===== config.mk =====
export PLATFORM = sky130hd
export DESIGN_NAME = cmwc_ctrl
export DESIGN_NICKNAME = d
export VERILOG_FILES = /design/src/cmwc_pkg.sv /design/src/cmwc_ctrl.sv
export SDC_FILE = /design/constraint.sdc
export NUM_CORES = 1
export LEC_CHECK = 0
export BUFFER_PORTS_ARGS = -buffer_cell sky130_fd_sc_hd__clkbuf_2
export CORE_AREA = 2 2 39 41
export DETAILED_ROUTE_END_ITERATION = 8
export DIE_AREA = 0 0 41 43
export PLACE_DENSITY = 0.44
export RECOVER_POWER = 50
export SLEW_MARGIN = 5
export SYNTH_ARGS = -nofsm -noshare
export SYNTH_HDL_FRONTEND = slang
export SYNTH_SLANG_ARGS = --single-unit
export TNS_END_PERCENT = 50

===== constraint.sdc =====
create_clock -name i_clk -period 1.44 [get_ports i_clk]
set_input_delay 0.288 -clock i_clk [delete_from_list [all_inputs] [get_ports i_clk]]
set_output_delay 0.288 -clock i_clk [all_outputs]
set_load 0.005 [all_outputs]

===== src/cmwc_pkg.sv =====
// Package with the types and constants of the lag-4096 random word generator.
package cmwc_pkg;

    localparam logic [31:0] PHI_WORD    = 32'haaf219b9;
    localparam logic [31:0] PHI_TWICE   = 32'h55e43372;
    localparam logic [31:0] BASE_WORD   = 32'hfffffffe;
    localparam int          MULT_W      = 15;
    localparam logic [MULT_W-1:0] MULTIPLIER = 15'd18782;
    localparam int          CARRY_W     = 19;
    localparam logic [CARRY_W-1:0] CARRY_RESET = 19'd362436;
    // 18782 * (2^32 - 1) + carry always fits in 47 bits.
    localparam int          PROD_W      = 47;
    localparam int          WORD_W      = 32;

    localparam logic MODE_SEED = 1'b0;
    localparam logic MODE_DRAW = 1'b1;

    typedef enum logic [2:0] {
        ST_IDLE,
        ST_FILL,
        ST_SEED_DONE,
        ST_MUL,
        ST_DRAW_DONE
    } t_state;

    typedef struct packed {
        logic seed_start;
        logic fill_step;
        logic seed_emit;
        logic draw_start;
        logic mul;
        logic draw_emit;
    } t_cmd;

    typedef struct packed {
        logic fill_last;
        logic out_free;
    } t_status;

endpackage


===== src/cmwc_ctrl.sv =====
// Controller state machine that sequences seeding and draws.
module cmwc_ctrl (
    input  logic             i_clk,
    input  logic             i_rst_n,
    input  logic             i_in_valid,
    input  logic             i_in_mode,
    output logic             o_in_ready,
    input  cmwc_pkg::t_status i_status,
    output cmwc_pkg::t_cmd   o_cmd
);

    cmwc_pkg::t_state r_state;
    cmwc_pkg::t_state n_state;

    always_ff @(posedge i_clk) begin
        if (!i_rst_n) begin
            r_state <= cmwc_pkg::ST_IDLE;
        end else begin
            r_state <= n_state;
        end
    end

    always_comb begin
        n_state = r_state;
        unique case (r_state)
            cmwc_pkg::ST_IDLE: begin
                if (i_in_valid) begin
                    n_state = (i_in_mode == cmwc_pkg::MODE_DRAW) ? cmwc_pkg::ST_MUL
                                                                 : cmwc_pkg::ST_FILL;
                end
            end
            cmwc_pkg::ST_FILL: begin
                if (i_status.fill_last) begin
                    n_state = cmwc_pkg::ST_SEED_DONE;
                end
            end
            cmwc_pkg::ST_SEED_DONE: begin
                if (i_status.out_free) begin
                    n_state = cmwc_pkg::ST_IDLE;
                end
            end
            cmwc_pkg::ST_MUL: begin
                n_state = cmwc_pkg::ST_DRAW_DONE;
            end
            cmwc_pkg::ST_DRAW_DONE: begin
                if (i_status.out_free) begin
                    n_state = cmwc_pkg::ST_IDLE;
                end
            end
            default: begin
                n_state = cmwc_pkg::ST_IDLE;
            end
        endcase
    end

    always_comb begin
        o_cmd      = '0;
        o_in_ready = 1'b0;
        unique case (r_state)
            cmwc_pkg::ST_IDLE: begin
                o_in_ready = 1'b1;
                if (i_in_valid) begin
                    o_cmd.draw_start = (i_in_mode == cmwc_pkg::MODE_DRAW);
                    o_cmd.seed_start = (i_in_mode == cmwc_pkg::MODE_SEED);
                end
            end
            cmwc_pkg::ST_FILL: begin
                o_cmd.fill_step = 1'b1;
            end
            cmwc_pkg::ST_SEED_DONE: begin
                o_cmd.seed_emit = i_status.out_free;
            end
            cmwc_pkg::ST_MUL: begin
                o_cmd.mul = 1'b1;
            end
            cmwc_pkg::ST_DRAW_DONE: begin
                o_cmd.draw_emit = i_status.out_free;
            end
            default: begin
                o_in_ready = 1'b0;
            end
        endcase
    end

endmodule


==> flow_summary.yaml <==
cts:
  cts_tree: "yes"
  clk_pin_slew_ns: 0.04
  postCtsSetupBuffers: 0
  cts-htree-levels: 1
  clkLatencyLatePin_ns: 0.23
  clock_sinks: 3
  cts_made_buffers: 3
  cts.path.max_buffers: 2
  root_driver: "sky130_fd_sc_hd__clkbuf_4"
finish:
  highest_count_cells_in_the_layout_ignoring_fill_and_taps: "sky130_fd_sc_hd__clkbuf_2 (11), sky130_fd_sc_hd__clkbuf_4 (3), sky130_fd_sc_hd__dfxtp_1 (3)"
  post_layout_nonfiller_instances: 58
  drive_gt1_frac: 0.548
  largest_register: "r_state"
  design.final.nets: 49
  layout.cells.most_common: "sky130_fd_sc_hd__clkbuf_2"
  insertedDiodeCount: 0
  multi_input_area_um2: 159
  layout-area-overhead-vs-synth_pct: 58.7
  largest_register_ff_count: 3
  top_regs: "r_state x3"
  fillerInstances: 156
  regArea_um2: 60.1
synth:
  yosysTopAreaCell: "sky130_fd_sc_hd__dfxtp_1"
  postSynthRegisterBits: 3
  yosys.area.top_type_share: 0.268
  register_area_share_after_synthesis: 0.268
  synthesis.instances: 24
  yosys.cell_types.count: 16
  yosys_warnings: 0
  synth.net_count: 30
  synth.cell_area_um2: 224
  synth_top_cells_by_area: "sky130_fd_sc_hd__dfxtp_1 (27%), sky130_fd_sc_hd__nor4b_2 (13%), sky130_fd_sc_hd__mux2i_1 (8.9%)"
  postSynthAreaPerCell_um2: 9.33
power:
  switching_power_share_of_the_total: 0.300
  net-switching-power_w: 0.000114
  comb_power_share: 0.348
  finalPower_w: 0.000382
  cellLeakagePower_nw: 0.168
  sequentialPowerShare: 0.267
  clock_power_share: 0.385
  cell_internal_pwr_w: 0.000267
  peak_vdd_ir_v: 0.000456
  p_per_area_nw_per_um2: 1070
setup_path:
  path_class: "reg2out"
  reg2reg_path_depth: 4
  endpoint_kind: "output pin"
  worst_setup_path_start_kind: "flip-flop"
  capture_point_of_the_worst_path: "o_cmd[0]"
  timing_startpoint_of_the_critical_path: "r_state[1]$_SDFFE_PN0P_"
  r2r-end: "r_state[1]$_SDFFE_PN0P_"
  r2r_slack_ns: 0.13
  cp.required_ns: 1.15
  critPathArrivalTime_ns: 1.08
  worst-path-max-fanout: 9
  worst_r2r_startpoint: "r_state[2]$_SDFFE_PN0P_"
routing:
  drt_iter0_drc: 0
  wire_per_inst_um: 9.86
  detail_route.drc_violations: 0
  detail-route-antenna-nets: 0
  length_of_the_first_detailed_routing_pass_in_iterations: 1
  route.vias.total: 244
  via_per_inst: 4.21
  routed_wirelength_um: 572
floorplan:
  design.portCount: 13
  start_util: 0.162
  die_area_um2: 1760
  placement_rows: 14
  die_h_um: 43
  floorplan.core_area_um2: 1380
  chipWidth_um: 41
sta:
  final.setup.tns_ns: 0
  finClkSkew_ns: 0.000197
  rsz0062_at_grt: "no"
  final_max_slew_viol_count: 0
  worstMarginPinSlew_ns: 0.508
  report.final.setup_viol: 0
  fmax_ghz: 0.731
  post-route-worst-setup-slack_ns: 0.0720
  final.min_clock_period_ns: 1.37
  fin_crit_sh: 0.950
  timing.final.hold_violations: 0
  hold-worst-slack_ns: 0.319
  relSlewSlack: 0.657
place:
  finalWeightedCongestion: 0.724
  place_worst_setup_slack_ns: 0.215
  dp.final_hpwl_um: 434
  port_buffers: 12
  placed_cells_incl_taps: 54
min_path:
  hp-class: "in2reg"
  worstHoldStart: "i_rst_n"
grt:
  grt_usage: 0.0762
  grt_pass1_vias: 218
  grt_max_degree: 10
  grt_residual_overflow: 0
  antenna_violations_before_repair: 0
  grt_pass1_wl_um: 828
run_status:
  run_status: "finished clean"
job:
  max-cap-violations: 0
## kinds of logic after synthesis
logic type / count (synthesis) / synth area share
compound gates: 4 / 0.145
flops: 3 / 0.268
mux: 2 / 0.0894
buf+inv: 1 / 0.0503
simple gates: 14 / 0.447
## synthesized netlist by cell type, drive strengths merged
cell type  number
nand2           2
nor4b           2
o21a            1
nor4bb          1
nor2            3
a21oi           1
nor2b           1
dfxtp           3
and3            2
mux2i           2
nor3b           1
o211ai          1
a211oi          1
buf             1
and3b           1
nor3            1
## power by group through the flow
stage               Combinational [W]  Clock [W]  Sequential, W
floorplan                   0.0000783          0       0.000103
global placement             0.000127          0      0.0000994
detailed placement           0.000127          0      0.0000994
CTS                          0.000128   0.000158      0.0000997
global route                 0.000149   0.000159       0.000102
finish                       0.000133   0.000147       0.000102
## stage by stage
stage           util  instance area, µm²
2_1_floorplan      -                 224
3_3_place_gp   0.228                 315
3_5_place_dp   0.228                 315
4_1_cts        0.250                 347
5_1_grt        0.257                 355
6_report       0.257                 355
## worst min-delay path by stage
| stage | end | depth (start not counted) |
|---|---|---|
| 2_1_floorplan | r_state[2]$_SDFFE_PN0P_ | 1 |
| 3_3_place_gp | r_state[2]$_SDFFE_PN0P_ | 2 |
| 3_5_place_dp | r_state[2]$_SDFFE_PN0P_ | 2 |
| 4_1_cts | r_state[2]$_SDFFE_PN0P_ | 2 |
| 5_1_grt | r_state[2]$_SDFFE_PN0P_ | 2 |
| 6_report | r_state[2]$_SDFFE_PN0P_ | 2 |
## per-layer routing
metal	up-vias	global-route usage	part of all wire
li1	125	-	-
met1	112	0.0801	0.41
met2	7	0.103	0.54
met3	0	0.0157	0.052
met4	0	0.100	0
met5	-	0	0
## cell type report
cell class | instances | share of cell area
Tap cell | 16 | 0.0563
Sequential cell | 3 | 0.169
Multi-Input combinational cell | 20 | 0.447
Timing Repair Buffer | 15 | 0.254
Clock buffer | 4 | 0.0739
## worst max-delay path: stages, from the launching register on
cell and delay, ns:
sky130_fd_sc_hd__dfxtp_1 0.32, sky130_fd_sc_hd__buf_6 0.14, sky130_fd_sc_hd__nor4bb_1 0.24, sky130_fd_sc_hd__buf_2 0.15
## repair_timing
item | 4_1_cts | 5_1_grt
gates resized for setup | 1 | 5
pin swaps | 0 | 1
setup endpoints to repair | 2 | 2
hold buffers | 0 | 0
(Power assumes the default switching activity.)
